==> config.mk <==
export PLATFORM = sky130hd
export DESIGN_NAME = epoch_seconds_to_calendar_date_unit
export DESIGN_NICKNAME = d
export VERILOG_FILES = /design/src/epsc_pkg.sv /design/src/epsc_sequencer.sv /design/src/epsc_datapath.sv /design/src/epoch_seconds_to_calendar_date_unit.sv
export VERILOG_INCLUDE_DIRS = /design/src /design/src/src
export SDC_FILE = /design/constraint.sdc
export NUM_CORES = 2
export LEC_CHECK = 0
export BUFFER_PORTS_ARGS = -buffer_cell sky130_fd_sc_hd__buf_2
export CORE_UTILIZATION = 27
export CTS_CLUSTER_SIZE = 14
export DETAILED_ROUTE_END_ITERATION = 10
export GPL_TIMING_DRIVEN = 0
export PLACE_DENSITY = 0.4
export SKIP_LAST_GASP = 1
export SLEW_MARGIN = 30
export SYNTH_ARGS = -nofsm -noshare
export SYNTH_HDL_FRONTEND = slang
export SYNTH_SLANG_ARGS = --single-unit
==> constraint.sdc <==
create_clock -name clk -period 24.6 [get_ports clk]
set_clock_uncertainty 0.05 [all_clocks]
set_input_delay 2.46 -clock clk [delete_from_list [all_inputs] [get_ports clk]]
set_output_delay 2.46 -clock clk [all_outputs]
set_load 0.03 [all_outputs]
==> src/epoch_seconds_to_calendar_date_unit_macros.svh <==
// Assertion macros shared by the calendar date unit.
// Depends on nothing; users must have clk and rst_n in scope.
`ifndef EPOCH_SECONDS_TO_CALENDAR_DATE_UNIT_MACROS_SVH
`define EPOCH_SECONDS_TO_CALENDAR_DATE_UNIT_MACROS_SVH

// Same-cycle implication, disabled while reset is asserted.
`define EPSC_ASSERT_NOW(label, cause, effect) \
    label: assert property (@(posedge clk) disable iff (!rst_n) (cause) |-> (effect)) \
        else $error("epsc: same-cycle check failed");

// Next-cycle implication, disabled while reset is asserted.
`define EPSC_ASSERT_NEXT(label, cause, effect) \
    label: assert property (@(posedge clk) disable iff (!rst_n) (cause) |=> (effect)) \
        else $error("epsc: next-cycle check failed");

`endif

==> src/epsc_pkg.sv <==
// Shared types, constants and microcode for the calendar date unit.
// Depends on nothing; used by the sequencer, datapath and top level.
package epsc_pkg;

    localparam int unsigned BASE_YEAR_VALUE = 2000;
    localparam int unsigned BASE_PRIOR      = BASE_YEAR_VALUE - 1;
    // Weekday of 1 January of the base year, Sunday = 0.
    localparam int unsigned JAN1_WEEKDAY    = (1 + 5 * (BASE_PRIOR % 4) + 4 * (BASE_PRIOR % 100)
                                               + 6 * (BASE_PRIOR % 400)) % 7;
    localparam int unsigned BASE_YR_IN_CENT = BASE_YEAR_VALUE % 100;
    localparam int unsigned BASE_CENT_MOD4  = (BASE_YEAR_VALUE / 100) % 4;

    // Reciprocals for constant division: q = (x * RECIP) >> SHIFT.
    localparam logic [31:0] RECIP_60 = 32'h8888_8889;
    localparam int unsigned SHIFT_60 = 37;
    localparam logic [31:0] RECIP_24 = 32'hAAAA_AAAB;
    localparam int unsigned SHIFT_24 = 36;
    localparam logic [31:0] RECIP_7  = 32'd74899;
    localparam int unsigned SHIFT_7  = 19;

    localparam logic [3:0] LAST_WALKED_MONTH = 4'd11;
    localparam logic [8:0] DAYS_LEAP_YEAR    = 9'd366;
    localparam logic [8:0] DAYS_COMMON_YEAR  = 9'd365;

    typedef enum logic [3:0] {
        OP_MUL60,
        OP_SPLIT_SEC,
        OP_SPLIT_MIN,
        OP_MUL24,
        OP_SPLIT_HOUR,
        OP_MUL7,
        OP_SPLIT_WDAY,
        OP_YEAR,
        OP_MONTH,
        OP_DONE
    } op_t;

    typedef logic [3:0] step_t;

    localparam step_t STEP_FIRST = 4'd0;
    localparam step_t STEP_YEAR  = 4'd8;
    localparam step_t STEP_MONTH = 4'd9;
    localparam step_t STEP_COUNT = 4'd11;

    typedef struct packed {
        op_t   op;
        logic  jump_en;   // jump to target while the datapath condition holds
        step_t target;
        logic  last;
    } ctrl_word_t;

    typedef struct packed {
        logic load;       // capture a new transaction
        logic run;        // execute op this cycle
        op_t  op;
    } seq_ctrl_t;

    function automatic ctrl_word_t ucode_rom(step_t pc);
        ctrl_word_t w;
        w = '{op: OP_DONE, jump_en: 1'b0, target: STEP_FIRST, last: 1'b1};
        case (pc)
            4'd0:    w = '{op: OP_MUL60,      jump_en: 1'b0, target: STEP_FIRST, last: 1'b0};
            4'd1:    w = '{op: OP_SPLIT_SEC,  jump_en: 1'b0, target: STEP_FIRST, last: 1'b0};
            4'd2:    w = '{op: OP_MUL60,      jump_en: 1'b0, target: STEP_FIRST, last: 1'b0};
            4'd3:    w = '{op: OP_SPLIT_MIN,  jump_en: 1'b0, target: STEP_FIRST, last: 1'b0};
            4'd4:    w = '{op: OP_MUL24,      jump_en: 1'b0, target: STEP_FIRST, last: 1'b0};
            4'd5:    w = '{op: OP_SPLIT_HOUR, jump_en: 1'b0, target: STEP_FIRST, last: 1'b0};
            4'd6:    w = '{op: OP_MUL7,       jump_en: 1'b0, target: STEP_FIRST, last: 1'b0};
            4'd7:    w = '{op: OP_SPLIT_WDAY, jump_en: 1'b0, target: STEP_FIRST, last: 1'b0};
            4'd8:    w = '{op: OP_YEAR,       jump_en: 1'b1, target: STEP_YEAR,  last: 1'b0};
            4'd9:    w = '{op: OP_MONTH,      jump_en: 1'b1, target: STEP_MONTH, last: 1'b0};
            4'd10:   w = '{op: OP_DONE,       jump_en: 1'b0, target: STEP_FIRST, last: 1'b1};
            default: w = '{op: OP_DONE,       jump_en: 1'b0, target: STEP_FIRST, last: 1'b1};
        endcase
        return w;
    endfunction

    function automatic logic [4:0] month_days(logic [3:0] month, logic leap);
        logic [4:0] d;
        case (month)
            4'd1:    d = leap ? 5'd29 : 5'd28;
            4'd3,
            4'd5,
            4'd8,
            4'd10:   d = 5'd30;
            default: d = 5'd31;
        endcase
        return d;
    endfunction

endpackage

==> src/epsc_sequencer.sv <==
// Microcode sequencer: step counter, control ROM lookup and conditional jumps.
// Depends on epsc_pkg and the assertion macro header.
`include "epoch_seconds_to_calendar_date_unit_macros.svh"

module epsc_sequencer (
    input  logic                 clk,
    input  logic                 rst_n,
    input  logic                 start,
    input  logic                 cond,
    output logic                 busy,
    output logic                 done,
    output epsc_pkg::seq_ctrl_t  ctrl
);
    import epsc_pkg::*;

    step_t      pc_reg, pc_next;
    logic       busy_reg, busy_next;
    logic       done_reg, done_next;
    ctrl_word_t word;

    assign word      = ucode_rom(pc_reg);
    assign ctrl.load = start && !busy_reg;
    assign ctrl.run  = busy_reg;
    assign ctrl.op   = word.op;
    assign busy      = busy_reg;
    assign done      = done_reg;

    always_comb
    begin
        pc_next   = pc_reg;
        busy_next = busy_reg;
        done_next = 1'b0;
        if (busy_reg)
        begin
            if (word.last)
            begin
                busy_next = 1'b0;
                done_next = 1'b1;
            end
            else if (word.jump_en && cond)
            begin
                pc_next = word.target;
            end
            else
            begin
                pc_next = pc_reg + 4'd1;
            end
        end
        else if (start)
        begin
            busy_next = 1'b1;
            pc_next   = STEP_FIRST;
        end
    end

    always_ff @(posedge clk or negedge rst_n)
    begin
        if (!rst_n)
        begin
            pc_reg   <= STEP_FIRST;
            busy_reg <= 1'b0;
            done_reg <= 1'b0;
        end
        else
        begin
            pc_reg   <= pc_next;
            busy_reg <= busy_next;
            done_reg <= done_next;
        end
    end

    `EPSC_ASSERT_NOW(a_done_after_run, done_reg, $past(busy_reg) && !busy_reg)
    `EPSC_ASSERT_NEXT(a_done_single, done_reg, !done_reg)
    `EPSC_ASSERT_NEXT(a_start_enters, start && !busy_reg, busy_reg && pc_reg == STEP_FIRST)
    `EPSC_ASSERT_NOW(a_pc_in_program, busy_reg, pc_reg < STEP_COUNT)

endmodule

==> src/epsc_datapath.sv <==
// Datapath: shared reciprocal multiplier, remainder logic, year and month walk.
// Depends on epsc_pkg.
module epsc_datapath (
    input  logic                 clk,
    input  epsc_pkg::seq_ctrl_t  ctrl,
    input  logic [31:0]          epoch_seconds,
    output logic                 cond,
    output logic [5:0]           second_of_minute,
    output logic [5:0]           minute_of_hour,
    output logic [4:0]           hour_of_day,
    output logic [2:0]           weekday,
    output logic [11:0]          calendar_year,
    output logic [3:0]           month_number,
    output logic [4:0]           day_in_month
);
    import epsc_pkg::*;

    logic [31:0] acc_reg;
    logic [63:0] prod_reg;
    logic [5:0]  sec_reg;
    logic [5:0]  min_reg;
    logic [4:0]  hr_reg;
    logic [2:0]  wd_reg;
    logic [15:0] days_reg;
    logic [11:0] year_reg;
    logic [6:0]  yr_in_cent_reg;
    logic [1:0]  cent_mod4_reg;
    logic [3:0]  month_reg;

    logic [31:0] mul_const;
    logic [31:0] q60, q24, q7;
    logic        leap;
    logic [8:0]  ylen;
    logic [4:0]  mlen;
    logic        year_step;
    logic        month_step;

    always_comb
    begin
        case (ctrl.op)
            OP_MUL60: mul_const = RECIP_60;
            OP_MUL24: mul_const = RECIP_24;
            default:  mul_const = RECIP_7;
        endcase
    end

    assign q60 = 32'(prod_reg >> SHIFT_60);
    assign q24 = 32'(prod_reg >> SHIFT_24);
    assign q7  = 32'(prod_reg >> SHIFT_7);

    // Full Gregorian rule, tracked by year-in-century and century mod 4.
    assign leap = (year_reg[1:0] == 2'd0) && ((yr_in_cent_reg != 7'd0) || (cent_mod4_reg == 2'd0));
    assign ylen = leap ? DAYS_LEAP_YEAR : DAYS_COMMON_YEAR;
    assign mlen = month_days(month_reg, leap);

    assign year_step  = days_reg >= {7'd0, ylen};
    assign month_step = (month_reg < LAST_WALKED_MONTH) && (days_reg >= {11'd0, mlen});

    always_comb
    begin
        case (ctrl.op)
            OP_YEAR:  cond = year_step;
            OP_MONTH: cond = month_step;
            default:  cond = 1'b0;
        endcase
    end

    always_ff @(posedge clk)
    begin
        if (ctrl.load)
        begin
            acc_reg <= epoch_seconds;
        end
        else if (ctrl.run)
        begin
            case (ctrl.op)
                OP_MUL60,
                OP_MUL24,
                OP_MUL7:
                begin
                    prod_reg <= 64'(acc_reg) * 64'(mul_const);
                end
                OP_SPLIT_SEC:
                begin
                    sec_reg <= 6'(acc_reg - 32'(q60 * 32'd60));
                    acc_reg <= q60;
                end
                OP_SPLIT_MIN:
                begin
                    min_reg <= 6'(acc_reg - 32'(q60 * 32'd60));
                    acc_reg <= q60;
                end
                OP_SPLIT_HOUR:
                begin
                    hr_reg   <= 5'(acc_reg - 32'(q24 * 32'd24));
                    days_reg <= 16'(q24);
                    acc_reg  <= q24 + 32'(JAN1_WEEKDAY);
                end
                OP_SPLIT_WDAY:
                begin
                    wd_reg         <= 3'(acc_reg - 32'(q7 * 32'd7)) + 3'd1;
                    year_reg       <= 12'(BASE_YEAR_VALUE);
                    yr_in_cent_reg <= 7'(BASE_YR_IN_CENT);
                    cent_mod4_reg  <= 2'(BASE_CENT_MOD4);
                    month_reg      <= 4'd0;
                end
                OP_YEAR:
                begin
                    if (year_step)
                    begin
                        days_reg <= days_reg - {7'd0, ylen};
                        year_reg <= year_reg + 12'd1;
                        if (yr_in_cent_reg == 7'd99)
                        begin
                            yr_in_cent_reg <= 7'd0;
                            cent_mod4_reg  <= cent_mod4_reg + 2'd1;
                        end
                        else
                        begin
                            yr_in_cent_reg <= yr_in_cent_reg + 7'd1;
                        end
                    end
                end
                OP_MONTH:
                begin
                    if (month_step)
                    begin
                        days_reg  <= days_reg - {11'd0, mlen};
                        month_reg <= month_reg + 4'd1;
                    end
                end
                default:
                begin
                end
            endcase
        end
    end

    assign second_of_minute = sec_reg;
    assign minute_of_hour   = min_reg;
    assign hour_of_day      = hr_reg;
    assign weekday          = wd_reg;
    assign calendar_year    = year_reg;
    assign month_number     = month_reg + 4'd1;
    assign day_in_month     = days_reg[4:0] + 5'd1;

endmodule

==> src/epoch_seconds_to_calendar_date_unit.sv <==
// Top level of the epoch seconds to calendar date unit.
// Depends on epsc_pkg, epsc_sequencer and epsc_datapath.
//
//  channel   | handshake        | payload
//  ----------+------------------+---------------------------------------------
//  request   | start / busy     | epoch_seconds
//  result    | done (strobe)    | second_of_minute, minute_of_hour, hour_of_day,
//            |                  | weekday, calendar_year, month_number,
//            |                  | day_in_month
//
// A transaction is taken at a clock edge with start high and busy low; busy then
// stays high until the result is ready. The unit walks the whole years past the
// base and then the months of the final year before the strobe done rises. The
// longest case walks 135 years and all eleven months. The year walk, one year per
// cycle in a single microcode step, sets the length of the longest conversion.
// A new transaction may be taken in the cycle that done is high.
// Reset clears the sequencer only; the result ports are not meaningful until the
// first done. The receiver cannot stall: each result is valid for the single
// cycle that done is high.
module epoch_seconds_to_calendar_date_unit (
    input  logic        clk,
    input  logic        rst_n,
    input  logic        start,
    output logic        busy,
    input  logic [31:0] epoch_seconds,
    output logic        done,
    output logic [5:0]  second_of_minute,
    output logic [5:0]  minute_of_hour,
    output logic [4:0]  hour_of_day,
    output logic [2:0]  weekday,
    output logic [11:0] calendar_year,
    output logic [3:0]  month_number,
    output logic [4:0]  day_in_month
);
    import epsc_pkg::*;

    seq_ctrl_t ctrl;
    logic      cond;

    // Step through the microcode program; the datapath reports the jump
    // condition for the year and month walks.
    epsc_sequencer u_seq (
        .clk   (clk),
        .rst_n (rst_n),
        .start (start),
        .cond  (cond),
        .busy  (busy),
        .done  (done),
        .ctrl  (ctrl)
    );

    // Hold the working values and the result fields; the fields stay put
    // between transactions.
    epsc_datapath u_dp (
        .clk              (clk),
        .ctrl             (ctrl),
        .epoch_seconds    (epoch_seconds),
        .cond             (cond),
        .second_of_minute (second_of_minute),
        .minute_of_hour   (minute_of_hour),
        .hour_of_day      (hour_of_day),
        .weekday          (weekday),
        .calendar_year    (calendar_year),
        .month_number     (month_number),
        .day_in_month     (day_in_month)
    );

endmodule

Yosys cells after proc, flatten, opt, wreduce, memory -nomap -nowiden
Memory sizes are Yosys's and may differ from the RTL's.
Cells that the tools add are included.
{"block": "op_classes", "n_addsub": 13, "mul": 4, "n_lt_le_gt_ge": 3, "n_eq_ne": 18, "muxes": 30, "n_bitwise": 1, "reduce_logical": 30}
{"cell": "32-bit case mux with 2 select lines", "n": 2}
{"cell": "32-bit by 32-bit multiplier with 64-bit output", "n": 1}
{"cell": "32-bit two-way mux", "n": 2}
{"cell": "16-bit case mux with 3 select lines", "n": 1}
{"cell": "32-bit by 3-bit multiplier with 3-bit output (second input constant)", "n": 1}
{"cell": "16-bit two-way mux", "n": 2}
{"cell": "28-bit by 3-bit adder with 29-bit output (second input constant)", "n": 1}
{"cell": "28-bit by 2-bit multiplier with 2-bit output (second input constant)", "n": 1}
{"cell": "27-bit by 4-bit multiplier with 4-bit output (second input constant)", "n": 1}
{"cell": "12-bit case mux with 2 select lines", "n": 1}
{"cell": "4-bit by 3-bit equality test with 1-bit output (second input constant)", "n": 5}
{"cell": "4-bit two-way mux", "n": 5}
{"cell": "16-bit by 5-bit >= comparator with 1-bit output", "n": 1}
{"cell": "16-bit by 9-bit >= comparator with 1-bit output", "n": 1}
{"cell": "16-bit by 5-bit subtractor with 16-bit output", "n": 1}
{"cell": "16-bit by 9-bit subtractor with 16-bit output", "n": 1}
{"cell": "3-bit AND reduction", "n": 5}
{"cell": "7-bit two-way mux", "n": 2}
{"cell": "7-bit case mux with 2 select lines", "n": 1}
{"cell": "12-bit by 1-bit adder with 12-bit output (second input constant)", "n": 1}
{"cell": "4-bit by 2-bit equality test with 1-bit output (second input constant)", "n": 3}
{"cell": "4-bit equality test (second input constant)", "n": 3}
{"cell": "12-bit two-way mux", "n": 1}
{"cell": "5-bit case mux with 2 select lines", "n": 1}
{"cell": "33 further kinds", "n": 55}
{"block": "totals", "reg_bits": 163, "romBits": 128, "inputBits": 35, "mem_count": 1}
{"memory": "(no name shown)", "words": 16, "word_bits": 8, "read_ports": 1, "rd_ports_with_merged_regs": 0, "write_ports": 0, "line_no": "epsc_pkg.sv:61", "source": "case (pc)"}

Longest topological paths before layout
{"block": "logic_depth", "ltp_word": 12, "depth_mapped": 36, "mapped_depth_nobuf": 34}

Cells and area by module
From an unflattened synthesis, not the netlist that was laid out.
{"block": "unflattened", "cells_unflattened": 3062, "hier_area_um2": 28957.8}
{"module": "epsc_datapath", "n_inst": 1, "cells_per_inst": 3013, "area_each_um2": 28541.1, "seq_area_each_um2": 3723.6}
{"module": "epsc_sequencer", "n_inst": 1, "cells_per_inst": 49, "area_each_um2": 416.6, "seq_area_each_um2": 150.1}

Worst setup path before layout
Ideal clock, no wire load.
{"block": "synth_path", "kind": "register -> register", "start": "reg u_seq.pc_reg[0]", "end": "reg u_dp.prod_reg[60] (data pin)", "arrival_ns": 8.831, "slack_ns": 15.561, "path_stages_with_launch": 32, "path_cell_list": "dfrtp_1 > inv_1 > ha_1 > nand2_1 > a31oi_1 > or2_2 > nor2_2 > buf_2 > a21oi_1 > clkbuf_1 > buf_1 > nand2_1 > inv_1 > ha_1 > fa_1 > inv_1 > fa_1 > fa_1 > inv_1 > fa_1 > fa_1 > fa_1 > fa_1 > ha_1 > nand2_1 > or3_1 > or3_1 > or4_1 > o21a_1 > o221a_4 > o31a_1 > a211oi_2"}
{"block": "synth_via", "elab_chain_len": 4}
{"item": "from (decl)", "line_no": "epsc_sequencer.sv:16", "source": "step_t pc_reg, pc_next;"}
{"item": "from (signal assigned)", "line_no": "epsc_sequencer.sv:66", "source": "pc_reg <= pc_next;"}
{"item": "memory read 16 x 8 bit *"}
{"item": "4-bit by 2-bit equality test with 1-bit output / 4-bit zero test (equally long branches)", "line_no": "epsc_datapath.sv:40", "source": "case (ctrl.op)"}
{"item": "32-bit case mux with 2 select lines *", "line_no": "epsc_datapath.sv:40"}
{"item": "32-bit by 32-bit multiplier with 64-bit output *", "line_no": "epsc_datapath.sv:81", "source": "prod_reg <= 64'(acc_reg) * 64'(mul_const);"}
{"item": "to (signal assigned)", "line_no": "epsc_datapath.sv:81"}
{"item": "to (decl)", "line_no": "epsc_datapath.sv:19", "source": "logic [63:0] prod_reg;"}
Mark *: on every way between the ends. The rest lies on a longest branch, timed or not.
A chain may end at the register's enable or synchronous reset.

Final worst setup path
{"block": "layout_path", "start": "reg u_seq.pc_reg[0]", "end": "reg u_dp.prod_reg[61] (data pin)"}
The elaborated chain is that of the path after synthesis.

==> impl_metrics.csv <==
group,metric,value,unit
critical_path,critPathKind,"flop to flop",
logic_synthesis,ys_seq_elements,130,
clock_tree,clkTransAtPathRegs,60,ps
sta,tightest_slew,971,ps
clock_tree,cts_setup_buffers,0,
placement,io_buffers,77,
critical_path,timing.critical_path.mode_cell,"fa_1",
sta,finalSetupTns,0,ps
final_layout,final_cell_area,32100,sq um
hold_path,hp-class,"flop to flop",
sta,slew_viol_final,0,
detailed_routing,viasPerCell,4.76,
clock_tree,htreeDepth,4,
sta,relSlewSlack,0.348,
job,cap_violations,0,
critical_path,crit_path_max_fanout,10,
clock_tree,ctsResizeCount,0,
detailed_routing,antenna_left,0,
critical_path,crit_path_top_delay_cell,"clkbuf_1",
clock_tree,cts_buffers,17,
grt,gr-usage-all-layers,0.201,
logic_synthesis,synth_cell_type_count,72,
logic_synthesis,avgSynthCellArea,9.43,sq um
final_layout,syn_to_final_growth,10.5,%
critical_path,slowest_delay,790,ps
floorplanning,fp.dieH,330,um
clock_tree,clockBufferDepth,2,
floorplanning,rows,119,
critical_path,end_kind,"flop",
floorplanning,die-area,109000,sq um
clock_tree,cts_root_buffer,"clkbuf_16",
critical_path,start_kind,"flop",
grt,grt_overflow,0,
floorplanning,design.core.area,106000,sq um
sta,hold_violations,0,
floorplanning,ios,78,
floorplanning,initial_utilization,0.274,
final_layout,layout.nets,4187,
final_layout,drive_gt1_frac,0.0479,
logic_synthesis,syn_inst,3074,
logic_synthesis,synth_edf_count,124,
placement,pre_cts_ws,12730,ps
logic_synthesis,async_reset_ff_frac,0.0462,
placement,gp_routability_congestion,0.917,
detailed_routing,drt_iter0_drc,1749,
placement,placed_area,31500,sq um
sta,max_freq,0.0835,GHz
floorplanning,die_w,330,um
sta,hold_ws,515,ps
clock_tree,clock-sinks,130,
clock_tree,cts-hold-fix-buffers,0,
grt,antenna_found_initial,5,
logic_synthesis,syn_area,29000,sq um
clock_tree,insertion_delay,440,ps
detailed_routing,wirelength,108000,um
detailed_routing,routedWlPerCell,23.3,um
sta,min_period_over_period,0.487,
logic_synthesis,ys_seq_area_frac,0.134,
grt,grt_max_degree,23,
grt,grt_pass1_vias,22800,
logic_synthesis,synth_top_flop_cell,"edfxtp_1",
detailed_routing,vias,22100,
placement,dp_hpwl,96000,um
status,status,"finished clean",
critical_path,cp.arrival,12120,ps
sta,layout_setup_ws,12620,ps
sta,finalSetupViolCount,0,
detailed_routing,drc,0,
grt,grt_pass1_wl,157000,um
sta,rsz0062_at_grt,"false",
sta,finalCriticalPeriod,11980,ps
detailed_routing,firstDrtPassIters,6,
critical_path,cp.required,24740,ps
logic_synthesis,yosysWarnings,0,
final_layout,largest_reg_flops,32,
clock_tree,cts_tree,"built",
[critical path: cells and delay by family, from the launching register on]
kind / cells / cell delay (ps)
flip-flops: 1 / 530
AND/OR/NAND/NOR: 8 / 2620
adder cells (fa/ha/maj): 10 / 4690
AO/OA/AOI/OAI: 5 / 1530
XOR/XNOR: 1 / 130
buffers and inverters: 8 / 2150
[path summary, 6_finish.rpt]
check                                                          from                             endpoint  slack (ps)  depth (start not counted)
worst max-delay path                    u_seq.pc_reg[0]$_DFFE_PN0P_          u_dp.prod_reg[61]$_DFFE_PP_       12620                         32
worst min-delay path            u_dp.cent_mod4_reg[0]$_SDFFCE_PN0P_  u_dp.cent_mod4_reg[0]$_SDFFCE_PN0P_         510                          1
worst max register to register          u_seq.pc_reg[0]$_DFFE_PN0P_          u_dp.prod_reg[61]$_DFFE_PP_       12620                         32
worst min register to register  u_dp.cent_mod4_reg[0]$_SDFFCE_PN0P_  u_dp.cent_mod4_reg[0]$_SDFFCE_PN0P_         510                          1
max in group asynchronous                                     rst_n          u_seq.pc_reg[2]$_DFFE_PN0P_       22580                          1
min in group asynchronous                                     rst_n                 u_seq.busy$_DFF_PN0_        1780                          1
[routing by layer]
layer,part of all wire,vias up,GRT usage
met1,0.45,11300,0.278
met5,0,-,0
met2,0.47,612,0.332
met3,0.046,101,0.0229
met4,0.028,0,0.0532
li1,-,10200,-
[through the flow]
stage / utilization / instances
detailed placement: 0.298 / 4613
global route: 0.303 / 4645
floorplan: - / 3141
finish: 0.303 / 4646
global placement: 0.296 / 4609
CTS: 0.303 / 4645
[Yosys cell counts, drive strengths merged, types with 7 or more instances]
cell type	n	area share
inv	706	0.091
fa	484	0.33
ha	427	0.18
nand2	229	0.030
o21ai	140	0.024
a21oi	136	0.023
nor2	130	0.017
edfxtp	124	0.13
xnor2	89	0.027
clkbuf	82	0.011
nand3	64	0.011
and3	58	0.013
xor2	51	0.015
and2	33	0.0071
nor2b	33	0.0071
a21o	28	0.0072
a31oi	22	0.0047
nand4	20	0.0043
or2	17	0.0037
nor3	14	0.0024
a211oi	12	0.0035
a221o	12	0.0041
or3	12	0.0026
a31o	10	0.0030
nand2b	10	0.0022
o21bai	10	0.0026
buf	9	0.0013
o211ai	9	0.0023
o22ai	8	0.0017
o31ai	8	0.0021
o221ai	7	0.0021
[placed cells by master, fill, tap and decap left out, types with 10 or more instances in the layout]
| master | Yosys | layout |
|---|---|---|
| inv_1 | 704 | 704 |
| a21oi_1 | 136 | 135 |
| xnor2_1 | 89 | 89 |
| o21ai_0 | 137 | 137 |
| conb_1 | 2 | 69 |
| buf_2 | 3 | 81 |
| nor2_1 | 129 | 128 |
| nand2_1 | 229 | 229 |
| edfxtp_1 | 124 | 124 |
| or2_2 | 13 | 13 |
| nand3_1 | 64 | 64 |
| or3_1 | 12 | 12 |
| nor2b_1 | 33 | 33 |
| and3_1 | 58 | 58 |
| xor2_1 | 51 | 51 |
| clkbuf_16 | 0 | 17 |
| and2_1 | 33 | 33 |
| a21o_1 | 28 | 28 |
| ha_1 | 427 | 427 |
| nand4_1 | 20 | 20 |
| o21bai_1 | 10 | 10 |
| nand2b_1 | 10 | 10 |
| fa_1 | 484 | 484 |
| a31o_2 | 10 | 10 |
| nor3_1 | 14 | 14 |
| clkbuf_1 | 82 | 81 |
| a31oi_1 | 22 | 22 |
| a211oi_1 | 10 | 10 |
| a221o_1 | 12 | 12 |
[kinds of logic (layout without fill, tap and decap cells)]
group           count (synthesis)  in the layout  share of synthesized area
compound gates                447            447                     0.0952
flops                         130            130                      0.134
xor+xnor                      140            140                     0.0423
buf+inv                       799            912                      0.104
other cells                     2             70                   0.000259
simple gates                  641            641                      0.105
fa+ha+maj                     913            913                      0.519
mux                             2              2                   0.000690
[final cells by class]
type,instances,area [sq um]
inverters,708,2660
plain buffers,91,349
clock buffers,18,429
clock inverters,14,109
flip-flops and latches,130,3870
diodes,1,2.50
well taps,1391,1740
multi-input cells,2212,22400
repair buffers,81,472
fillers,11500,73800
Power is left out: the tool's default activity adds up to more than one toggle a clock period on the data nets, which glitch-free logic cannot reach.
